**src/hw/rtl/assert_macros.svh**
```systemverilog
// assertion helpers shared by the rtl
`ifndef ASSERT_MACROS_SVH
`define ASSERT_MACROS_SVH

// same-cycle implication, checked out of reset
`define AST_IMPLIES(label, clk, rst_n, ante, cons) \
	label: assert property (@(posedge clk) disable iff (!(rst_n)) (ante) |-> (cons)) \
		else $error("assertion failed");

// next-cycle implication, checked out of reset
`define AST_NEXT(label, clk, rst_n, ante, cons) \
	label: assert property (@(posedge clk) disable iff (!(rst_n)) (ante) |=> (cons)) \
		else $error("assertion failed");

`endif

```
**src/hw/rtl/awr_pkg.sv**
```systemverilog
`timescale 1ns / 1ps
`default_nettype none
// ----------------------------------------------------------------------------
// awr_pkg
// Shared types and constants of the audio wraparound repair block.
// ----------------------------------------------------------------------------
package awr_pkg;

	localparam int SAMPLE_W        = 24;
	localparam int OUT_W           = 25;
	localparam int CNT_W           = 16;
	localparam int BITS_W          = 5;
	localparam int HIGH_W          = 23;
	localparam int REG_IDX_W       = 2;
	localparam int MAX_SAMPLE_BITS = 24;
	localparam int SUM_W           = OUT_W + 1;
	localparam int IN_TDATA_W      = 24;
	localparam int OUT_TDATA_W     = 48;

	typedef enum logic [REG_IDX_W-1:0] {
		REG_SAMPLE_BITS  = 2'd0,
		REG_HIGH_TRIGGER = 2'd1,
		REG_LOW_TRIGGER  = 2'd2,
		REG_CHECK_ONLY   = 2'd3
	} awr_reg_e;

	typedef struct packed {
		logic [BITS_W-1:0]   sample_bits;
		logic [HIGH_W-1:0]   high_trigger;
		logic [SAMPLE_W-1:0] low_trigger;
		logic                check_only;
	} awr_cfg_t;

	typedef struct packed {
		logic [SAMPLE_W-1:0] sample_in;
		logic                first_of_run;
	} awr_item_t;

	typedef struct packed {
		logic [OUT_W-1:0] sample_out;
		logic             wrapped;
		logic             wrap_started;
		logic [CNT_W-1:0] wrap_total;
	} awr_result_t;

endpackage
`default_nettype wire

```
**src/hw/rtl/audio_wraparound_repair_core.sv**
```systemverilog
`timescale 1ns / 1ps
`default_nettype none
// ----------------------------------------------------------------------------
// audio_wraparound_repair_core
// Detects and repairs sign wraparound in a stream of signed audio samples.
// ----------------------------------------------------------------------------
// Usage:
// - s_axis carries one raw sample per transaction; tuser marks the first
//   sample of a channel run, which clears the previous sample and open wrap.
// - m_axis returns one result per input: the corrected sample, the running
//   count of wrap starts, and the wrapped / wrap-started flags in tuser.
// - cfg_we/cfg_index/cfg_data write the four control registers; write only
//   while no transaction is in flight.
// - path: a sample accepted into the input register passes the detect/add
//   logic and is presented on m_axis from the result register.
// - throughput: one sample per cycle while m_axis_tready is high; the
//   combinational detect/add path sits between the two registers.
// - reset clears both stages, the run state, the wrap counter and restores
//   the register defaults (16 bits, triggers 16383 / -16384, fix mode).
// - when m_axis_tready is low the result register holds; the input register
//   still fills once, then s_axis_tready drops until the result is taken.
// ----------------------------------------------------------------------------
`include "assert_macros.svh"

module audio_wraparound_repair_core (
	input  wire logic                               clk,
	input  wire logic                               arst_n,
	input  wire logic                               cfg_we,
	input  wire logic [awr_pkg::REG_IDX_W-1:0]      cfg_index,
	input  wire logic [awr_pkg::SAMPLE_W-1:0]       cfg_data,
	input  wire logic                               s_axis_tvalid,
	output      logic                               s_axis_tready,
	input  wire logic [awr_pkg::IN_TDATA_W-1:0]     s_axis_tdata,   // [23:0] sample_in
	input  wire logic                               s_axis_tuser,   // [0] first_of_run
	output      logic                               m_axis_tvalid,
	input  wire logic                               m_axis_tready,
	output      logic [awr_pkg::OUT_TDATA_W-1:0]    m_axis_tdata,   // [24:0] sample_out,
	                                                                // [40:25] wrap_total
	output      logic [1:0]                         m_axis_tuser    // [0] wrapped,
	                                                                // [1] wrap_started
);
	import awr_pkg::*;

	awr_cfg_t    cfg;
	awr_item_t   item_s1;
	awr_result_t res;
	awr_result_t res_s2;
	logic        valid_s1;
	logic        valid_s2;
	logic        s2_ready;
	logic        advance;
	logic        in_fire;

	awr_cfg_regs u_cfg (
		.clk       (clk),
		.arst_n    (arst_n),
		.cfg_we    (cfg_we),
		.cfg_index (cfg_index),
		.cfg_data  (cfg_data),
		.cfg       (cfg)
	);

	awr_wrap_core u_core (
		.clk     (clk),
		.arst_n  (arst_n),
		.cfg     (cfg),
		.item    (item_s1),
		.advance (advance),
		.result  (res)
	);

	assign s2_ready      = !valid_s2 || m_axis_tready;
	assign advance       = valid_s1 && s2_ready;
	assign s_axis_tready = !valid_s1 || advance;
	assign in_fire       = s_axis_tvalid && s_axis_tready;

	always_ff @(posedge clk or negedge arst_n) begin
		if (!arst_n) begin
			valid_s1 <= 1'b0;
			valid_s2 <= 1'b0;
		end else begin
			if (in_fire) begin
				valid_s1 <= 1'b1;
			end else if (advance) begin
				valid_s1 <= 1'b0;
			end
			if (advance) begin
				valid_s2 <= 1'b1;
			end else if (m_axis_tready) begin
				valid_s2 <= 1'b0;
			end
		end
	end

	always_ff @(posedge clk) begin
		if (in_fire) begin
			item_s1.sample_in    <= s_axis_tdata[SAMPLE_W-1:0];
			item_s1.first_of_run <= s_axis_tuser;
		end
		if (advance) begin
			res_s2 <= res;
		end
	end

	assign m_axis_tvalid = valid_s2;
	assign m_axis_tdata  = {{(OUT_TDATA_W-OUT_W-CNT_W){1'b0}}, res_s2.wrap_total,
		res_s2.sample_out};
	assign m_axis_tuser  = {res_s2.wrap_started, res_s2.wrapped};

	`AST_IMPLIES(a_start_is_wrapped, clk, arst_n,
		m_axis_tvalid && m_axis_tuser[1], m_axis_tuser[0])
	`AST_IMPLIES(a_start_counted, clk, arst_n,
		m_axis_tvalid && m_axis_tuser[1], res_s2.wrap_total != '0)
	`AST_IMPLIES(a_full_stall_blocks, clk, arst_n,
		valid_s1 && valid_s2 && !m_axis_tready, !s_axis_tready)
	`AST_NEXT(a_advance_loads_s2, clk, arst_n, advance, valid_s2)

endmodule
`default_nettype wire

```
**src/hw/rtl/awr_cfg_regs.sv**
```systemverilog
`timescale 1ns / 1ps
`default_nettype none
// ----------------------------------------------------------------------------
// awr_cfg_regs
// Configuration register file written through the plain write port.
// ----------------------------------------------------------------------------
module awr_cfg_regs (
	input  wire logic                            clk,
	input  wire logic                            arst_n,
	input  wire logic                            cfg_we,
	input  wire logic [awr_pkg::REG_IDX_W-1:0]   cfg_index,
	input  wire logic [awr_pkg::SAMPLE_W-1:0]    cfg_data,
	output awr_pkg::awr_cfg_t                    cfg
);
	import awr_pkg::*;

	awr_cfg_t cfg_q;

	always_ff @(posedge clk or negedge arst_n) begin
		if (!arst_n) begin
			cfg_q.sample_bits  <= BITS_W'(16);
			cfg_q.high_trigger <= HIGH_W'(16383);
			cfg_q.low_trigger  <= SAMPLE_W'(-16384);
			cfg_q.check_only   <= 1'b0;
		end else if (cfg_we) begin
			case (awr_reg_e'(cfg_index))
				REG_SAMPLE_BITS:  cfg_q.sample_bits  <= cfg_data[BITS_W-1:0];
				REG_HIGH_TRIGGER: cfg_q.high_trigger <= cfg_data[HIGH_W-1:0];
				REG_LOW_TRIGGER:  cfg_q.low_trigger  <= cfg_data;
				REG_CHECK_ONLY:   cfg_q.check_only   <= cfg_data[0];
				default: ;
			endcase
		end
	end

	assign cfg = cfg_q;

endmodule
`default_nettype wire

```
**src/hw/rtl/awr_wrap_core.sv**
```systemverilog
`timescale 1ns / 1ps
`default_nettype none
// ----------------------------------------------------------------------------
// awr_wrap_core
// Wrap detection, correction and counting for one sample, with run state.
// ----------------------------------------------------------------------------
module awr_wrap_core (
	input  wire logic              clk,
	input  wire logic              arst_n,
	input  wire awr_pkg::awr_cfg_t  cfg,
	input  wire awr_pkg::awr_item_t item,
	input  wire logic              advance,
	output awr_pkg::awr_result_t   result
);
	import awr_pkg::*;

	logic [SAMPLE_W-1:0] prev_sample_q;
	logic                inside_q;
	logic                up_q;
	logic [CNT_W-1:0]    cnt_q;

	logic [SAMPLE_W-1:0] prev;
	logic                inw;
	logic                s_neg;
	logic                s_pos;
	logic                wrong;
	logic                up_hit;
	logic                down_hit;
	logic                started;
	logic                wrapped;
	logic                dir;
	logic [CNT_W-1:0]    cnt_next;
	logic [BITS_W-1:0]   bits_lim;
	logic [SUM_W-1:0]    amt;
	logic [SUM_W-1:0]    s_ext;
	logic [SUM_W-1:0]    sum;
	logic [OUT_W-1:0]    sat;

	always_comb begin
		// start of a run drops the previous sample and any open wrap
		prev  = item.first_of_run ? '0 : prev_sample_q;
		inw   = item.first_of_run ? 1'b0 : inside_q;
		s_neg = item.sample_in[SAMPLE_W-1];
		s_pos = !item.sample_in[SAMPLE_W-1] && (item.sample_in != '0);
		wrong = up_q ? s_neg : s_pos;

		up_hit   = ($signed({prev[SAMPLE_W-1], prev}) >
			$signed({2'b00, cfg.high_trigger})) && s_neg;
		down_hit = ($signed(prev) < $signed(cfg.low_trigger)) && s_pos;

		// a wrap end skips the pair check
		started = !inw && (up_hit || down_hit);
		wrapped = inw ? wrong : started;
		dir     = started ? up_hit : up_q;

		cnt_next = (started && (cnt_q != '1)) ? cnt_q + CNT_W'(1) : cnt_q;

		bits_lim = (cfg.sample_bits > BITS_W'(MAX_SAMPLE_BITS)) ?
			BITS_W'(MAX_SAMPLE_BITS) : cfg.sample_bits;
		amt   = (SUM_W'(1) << bits_lim) - SUM_W'(1);
		s_ext = {{(SUM_W-SAMPLE_W){item.sample_in[SAMPLE_W-1]}}, item.sample_in};
		sum   = dir ? s_ext + amt : s_ext - amt;

		// clamp to the output range when the top two bits disagree
		if (sum[SUM_W-1] == sum[SUM_W-2]) begin
			sat = sum[OUT_W-1:0];
		end else if (!sum[SUM_W-1]) begin
			sat = {1'b0, {(OUT_W-1){1'b1}}};
		end else begin
			sat = {1'b1, {(OUT_W-1){1'b0}}};
		end

		result.sample_out   = (wrapped && !cfg.check_only) ? sat :
			{item.sample_in[SAMPLE_W-1], item.sample_in};
		result.wrapped      = wrapped;
		result.wrap_started = started;
		result.wrap_total   = cnt_next;
	end

	always_ff @(posedge clk or negedge arst_n) begin
		if (!arst_n) begin
			prev_sample_q <= '0;
			inside_q      <= 1'b0;
			up_q          <= 1'b0;
			cnt_q         <= '0;
		end else if (advance) begin
			prev_sample_q <= item.sample_in;
			inside_q      <= wrapped;
			up_q          <= dir;
			cnt_q         <= cnt_next;
		end
	end

endmodule
`default_nettype wire
```
**config.mk**
```make
export PLATFORM = sky130hd
export DESIGN_NAME = audio_wraparound_repair_core
export DESIGN_NICKNAME = d
export VERILOG_FILES = /design/src/hw/rtl/awr_pkg.sv /design/src/hw/rtl/audio_wraparound_repair_core.sv /design/src/hw/rtl/awr_cfg_regs.sv /design/src/hw/rtl/awr_wrap_core.sv
export VERILOG_INCLUDE_DIRS = /design/src /design/src/hw/rtl
export SDC_FILE = /design/constraint.sdc
export NUM_CORES = 1
export LEC_CHECK = 0
export BUFFER_PORTS_ARGS = -buffer_cell sky130_fd_sc_hd__buf_4
export CORE_MARGIN = 2
export CORE_UTILIZATION = 60
export CTS_CLUSTER_SIZE = 14
export DETAILED_ROUTE_END_ITERATION = 10
export GPL_TIMING_DRIVEN = 0
export PLACE_DENSITY = 0.84
export SLEW_MARGIN = 20
export SYNTH_ARGS = -nofsm -noshare
export SYNTH_HDL_FRONTEND = slang
export SYNTH_SLANG_ARGS = --single-unit
```
**constraint.sdc**
```tcl
create_clock -name clk -period 14.6 [get_ports clk]
set_clock_uncertainty 0.2 [all_clocks]
set_input_delay 0 -clock clk [delete_from_list [all_inputs] [get_ports clk]]
set_output_delay 0 -clock clk [all_outputs]
set_load 0.05 [all_outputs]
```
# After elaboration in Yosys (flattened, before gate mapping)
# Index checks and enable logic that the tools add are counted.
# totals
regBits	165
input_bits	56
latchBits	0
output_inout_bits	52
rom_bits	0
memories	0
wordCells	68
mem_bits_rw	0
# op_classes
shift	1
n_addsub	4
multipliers	0
magnitude_cmp	3
div_mod_pow	0
n_eq_ne	5
bitwise	0
reduce_logical	24
n_mux	15
# ops
operator	n
25-bit two-way mux	3
26-bit adder	1
26-bit two-way mux	1
1-bit by 5-bit left shift with 26-bit output (first input constant)	1
26-bit by 2-bit subtractor with 26-bit output (second input constant)	1
26-bit subtractor	1
24-bit greater-than comparator	1
24-bit less-than comparator	1
24-bit two-way mux	1
24-bit nonzero test	1
16-bit by 1-bit adder with 16-bit output (second input constant)	1
16-bit two-way mux	1
16-bit != test (second input constant)	1
1-bit logical AND	8
1-bit two-way mux	8
2-bit AND reduction	4
5-bit greater-than comparator (second input constant)	1
1-bit logical NOT	5
5-bit two-way mux	1
2-bit == test (second input constant)	2
2-bit nonzero test	2
1-bit logical OR	3
2-bit by 1-bit == test with 1-bit output (second input constant)	1
2-bit logical NOT	1
1-bit == test	1

# Longest topological paths before layout
# depth
word_depth	10
mapped_depth	28
mapped_depth_nobuf	23

# Cells and area by module
# From an unflattened synthesis, not the netlist that was laid out.
# hier_totals
hier_cells	1049
hier_area_um2	10936.7
# by_module_without_submodules
module	area_per_inst_um2	seq_area_each_um2	cells_each	instances
awr_wrap_core	6506.2	1051.0	851	1
awr_cfg_regs	2228.4	1357.6	114	1
audio_wraparound_repair_core	2202.1	2092.0	84	1

# Least setup slack after synthesis
# Ideal clock, no wire load.
# synth_path
kind	flip-flop to flip-flop
from	reg item_s1[0] (netlist bit)
to	reg res_s2, in the netlist m_axis_tdata[19] (data pin)
stages_incl_launch_ff	24
required_time_ns	14.130
n_path_buf	3
arrival_time_ns	5.456
synth_period_minus_slack_ns	5.927
slack_ns	8.673
setup_ns	0.270
path_cell_list	edfxtp_1 clkbuf_1 nor2b_1 ha_1 a21o_1 a21o_1 a21o_1 a211o_1 o41ai_1 o21ai_1 a21oi_1 xnor2_1 ha_1 a2111oi_2 o31ai_1 a221oi_2 o21a_1 o21ai_1 a22o_1 or3b_1 buf_2 buf_6 nand4_1 nand3_1
# synth_rtl
item	line	source
from (decl)	audio_wraparound_repair_core.sv:45	awr_item_t item_s1;
to (signal assigned)	audio_wraparound_repair_core.sv:101	res_s2 <= res;
to (decl)	audio_wraparound_repair_core.sv:47	awr_result_t res_s2;

==> summary.md <==
| Metric | Value |
|---|---|
| Status | `complete, no violations` |
| Vias in the first global route | `between 9000 and 10000` |
| CP max FO | `10` |
| Crit path DAT | `around 7.4 ns` |
| Cell Chain, Critical Path | `clkbuf_1 > nor2b_1 > ha_1 > a21oi_1 > o21ai_0 > a221oi_1 > nand2_1 > o21ai_0 > o21ai_1 > a21oi_1 > xnor2_1 > ha_1 > a2111oi_2 > o21ai_0 > a22oi_1 > o211ai_1 > a31o_2 > a21oi_1 > xnor2_1 > clkbuf_1 > a211oi_1 > o31ai_1` |
| Cell area power density | `between 150 and 200 nW/um^2` |
| Maximum VDD drop | `0.1167 mV` |
| Global placement routability congestion | `about 0.95` |
| Utilization after layout | `roughly 75%` |
| FMAX | `~0.14 GHz` |
| Slowest CP cell | `edfxtp_1` |
| Clock period minus worst slack | `around 7.4 ns` |
| Row count | `48` |
| Die area | `between 15000 and 20000 sq um` |
| Initial antenna violation count | `0` |
| Dpl hpwl | `between 20000 and 25000 um` |
| EDFF count, synth | `68` |
| Mean Syn Cell Area | `~9.7 sq um` |
| Hold Path Class | `in -> async` |
| Worst-margin pin slew | `0.9133 ns` |
| Crit-path max cell delay | `between 0.5 and 0.6 ns` |
| Synth Register Bits | `~170` |
| Reg clk slew, reported paths | `0.07 ns` |
| Vias per Instance | `between 6 and 7` |
| Slew Limit Fails | `0` |
| Placed Area | `around 12000 sq um` |
| Port Buffer Count | `100` |
| Synth warn | `0` |
| Area of the mapped netlist | `between 10000 and 15000 sq um` |
| Worst slew margin | `between 30 and 40%` |
| CTS tree | `yes` |
| Filler cell count | `about 1100` |
| RSZ-0062 raised after global routing | `no` |
| Reg area | `approximately 4500 sq um` |
| Synth cell types | `70` |
| Ant diodes | `0` |
| P&R area growth vs syn | `22.03%` |
| Synthesized netlist cell count | `approximately 1100` |
| Core ar. | `17180 sq um` |
| Setup TNS | `0 ns` |
| Overall routing resource usage | `between 30 and 40%` |
| Nets | `about 1400` |
| Drt pass-1 iters | `7` |
| Critical Path RT | `~15 ns` |
| Clock Latency Late Sink | `0.43 ns` |
| Most frequent cell after synthesis | `nand2_1` |
| Max_cap viols | `0` |
| First-pass GRT wire length | `~48000 um` |
| FFs w/ async S/R, synth | `between 50% and 60%` |
| WL final | `approximately 30000 um` |
| Clock Path Buffers | `2` |
| Die width | `about 140 um` |
| Ratio of cells with drive above 1 in the final layout | `18.78%` |
| Largest net degree at the start of global routing | `between 90 and 100` |
| Initial core utilization | `61.11%` |
| Initial drt markers | `approximately 970` |
| Final hold vios | `0` |
| Period utilization | `50.62%` |
| Top cell type's share of synthesized area | `between 10% and 20%` |
| Design area | `12810 sq um` |
| Grt total ovfl | `0` |
| Root buffer cell | `clkbuf_16` |
| Tightest hold margin | `0.02154 ns` |
| CP endpoint kind | `flop` |
| Synth area leader | `edfxtp_1` |
| CP startpoint kind | `flop` |
| Leak | `around 5.8 nW` |
| Final ANT Viol Nets | `0` |
| Post-Place Worst Slack | `7.341 ns` |
| Setup slack after layout | `just over 7 ns` |
| Inserted Clock Buffers | `17` |
| Crit Path Category | `reg -> reg` |
| Setup Viol. Count Final | `0` |
| Die H | `roughly 140 um` |
| I/O pin count | `~110` |
| Sequential share of the synthesized area | `between 40% and 50%` |
| Vias | `slightly above 9000` |
| TritonCTS Sinks | `165` |
| CTS H-tree depth | `4` |
| Ys flop type | `dfrtp_1` |
| Area of the multi-input gates | `between 5000 and 6000 sq um` |
| Largest cells by area after synthesis | `edfxtp_1, dfrtp_1, ha_1` |
| Routed len/inst | `approximately 20 um` |
| Commonest cells post-synth | `nand2_1, ha_1, dfrtp_1, edfxtp_1, inv_1` |
| DRC Markers | `0` |
-- layer usage --
metal | GRT usage, % | part of all wire (%) | vias up
met4 | 14.35 | 3.8 | 0
met3 | 6.823 | 9.3 | 89
met1 | 41.90 | 39 | 4424
li1 | - | - | 4235
met2 | 55.92 | 48 | 514
met5 | 0 | 0 | -
-- logic make-up (layout without fill, tap and decap cells) --
logic type	after synthesis	after routing	synth area share [%]
muxes	56	56	5.972
AOI/OAI and AO/OA	229	229	14.41
xor gates and xnor gates	76	76	6.413
DFF	165	165	42.88
other	1	7	0.03573
adders and majority gates	77	77	9.250
buffers and inverters	120	314	4.875
and+or+nand+nor	354	354	16.16
-- area by class of cell --
type	count	area share, %
Buffer	56	2.130
Clock buffer	20	3.487
Clock inverter	12	1.358
Inverter	64	1.876
Multi-Input combinational cell	799	43.00
Sequential cell	165	35.14
Tap cell	225	2.198
Timing Repair Buffer	162	10.81
-- power by group --
group          internal (W)  total (W)  switching, W
logic              0.000502    0.00135      0.000848
clock network      0.000291   0.000483      0.000192
registers          0.000595   0.000651     0.0000557
total               0.00139    0.00248       0.00110
-- stage by stage --
| step | total power (W) | std cells |
|---|---|---|
| final | 0.002483 | 1503 |
| after detailed placement | 0.001938 | 1410 |
| after global routing | 0.002622 | 1503 |
| after CTS | 0.002438 | 1503 |
| after global placement | 0.001904 | 1409 |
| after floorplan | 0.001624 | 1084 |
-- placed cells by master (no fill, tap or decap), drive strengths merged, types with 18 or more instances in the layout --
master       synthesis  routed
ha                  76      76
buf                 23     124
nand3               26      26
o21ai               60      60
a31oi               22      22
xor2                35      35
xnor2               41      41
o31ai               20      20
mux2                53      53
dfrtp               72      72
nand4               18      18
a21oi               42      42
nor2                53      53
dlygate4sd3          0      61
nand2              148     148
inv                 62      65
nor2b               30      30
dfstp               25      25
nor3                21      21
clkbuf              33      53
edfxtp              68      68
-- registers in the layout, summed over array words and instances, names as in the netlist --
register / count
m_axis_tuser: 2
valid_s1: 1
u_core.inside_q: 1
u_core.prev_sample_q: 24
m_axis_tdata: 41
u_core.up_q: 1
u_cfg.cfg: 53
u_core.cnt_q: 16
item_s1: 25
m_axis_tvalid: 1
-- worst max-delay path: cells and delay by family (launching register included) --
family          cells  cell delay [ns]
compound gates     14             4.13
flops               1             0.53
xor+xnor            2             0.47
simple gates        2             0.30
fa+ha+maj           2             0.63
buf+inv             2             0.87
-- path summary, 6_finish.rpt --
check	cells after the start	endpoint	start	slack, ns
min reg2reg	2	u_core.prev_sample_q[7]	u_core.prev_sample_q[7]	0.27
max in group asynchronous	2	u_core.cnt_q[13]	arst_n	13.56
min in group clk	2	item_s1[9]	s_axis_tdata[8]	0.08
max	22	m_axis_tdata[1]	item_s1[0]	7.21
min	2	u_cfg.cfg[39]	arst_n	0.02
max reg2reg	22	m_axis_tdata[1]	item_s1[0]	7.21
-- what timing repair did --
action / CTS / global route
endpoints found under the hold margin: 177 / 0
hold buffers: 61 / 0
resized for setup: 0 / 0
buffers inserted: 0 / 0
(Power assumes the default switching activity.)
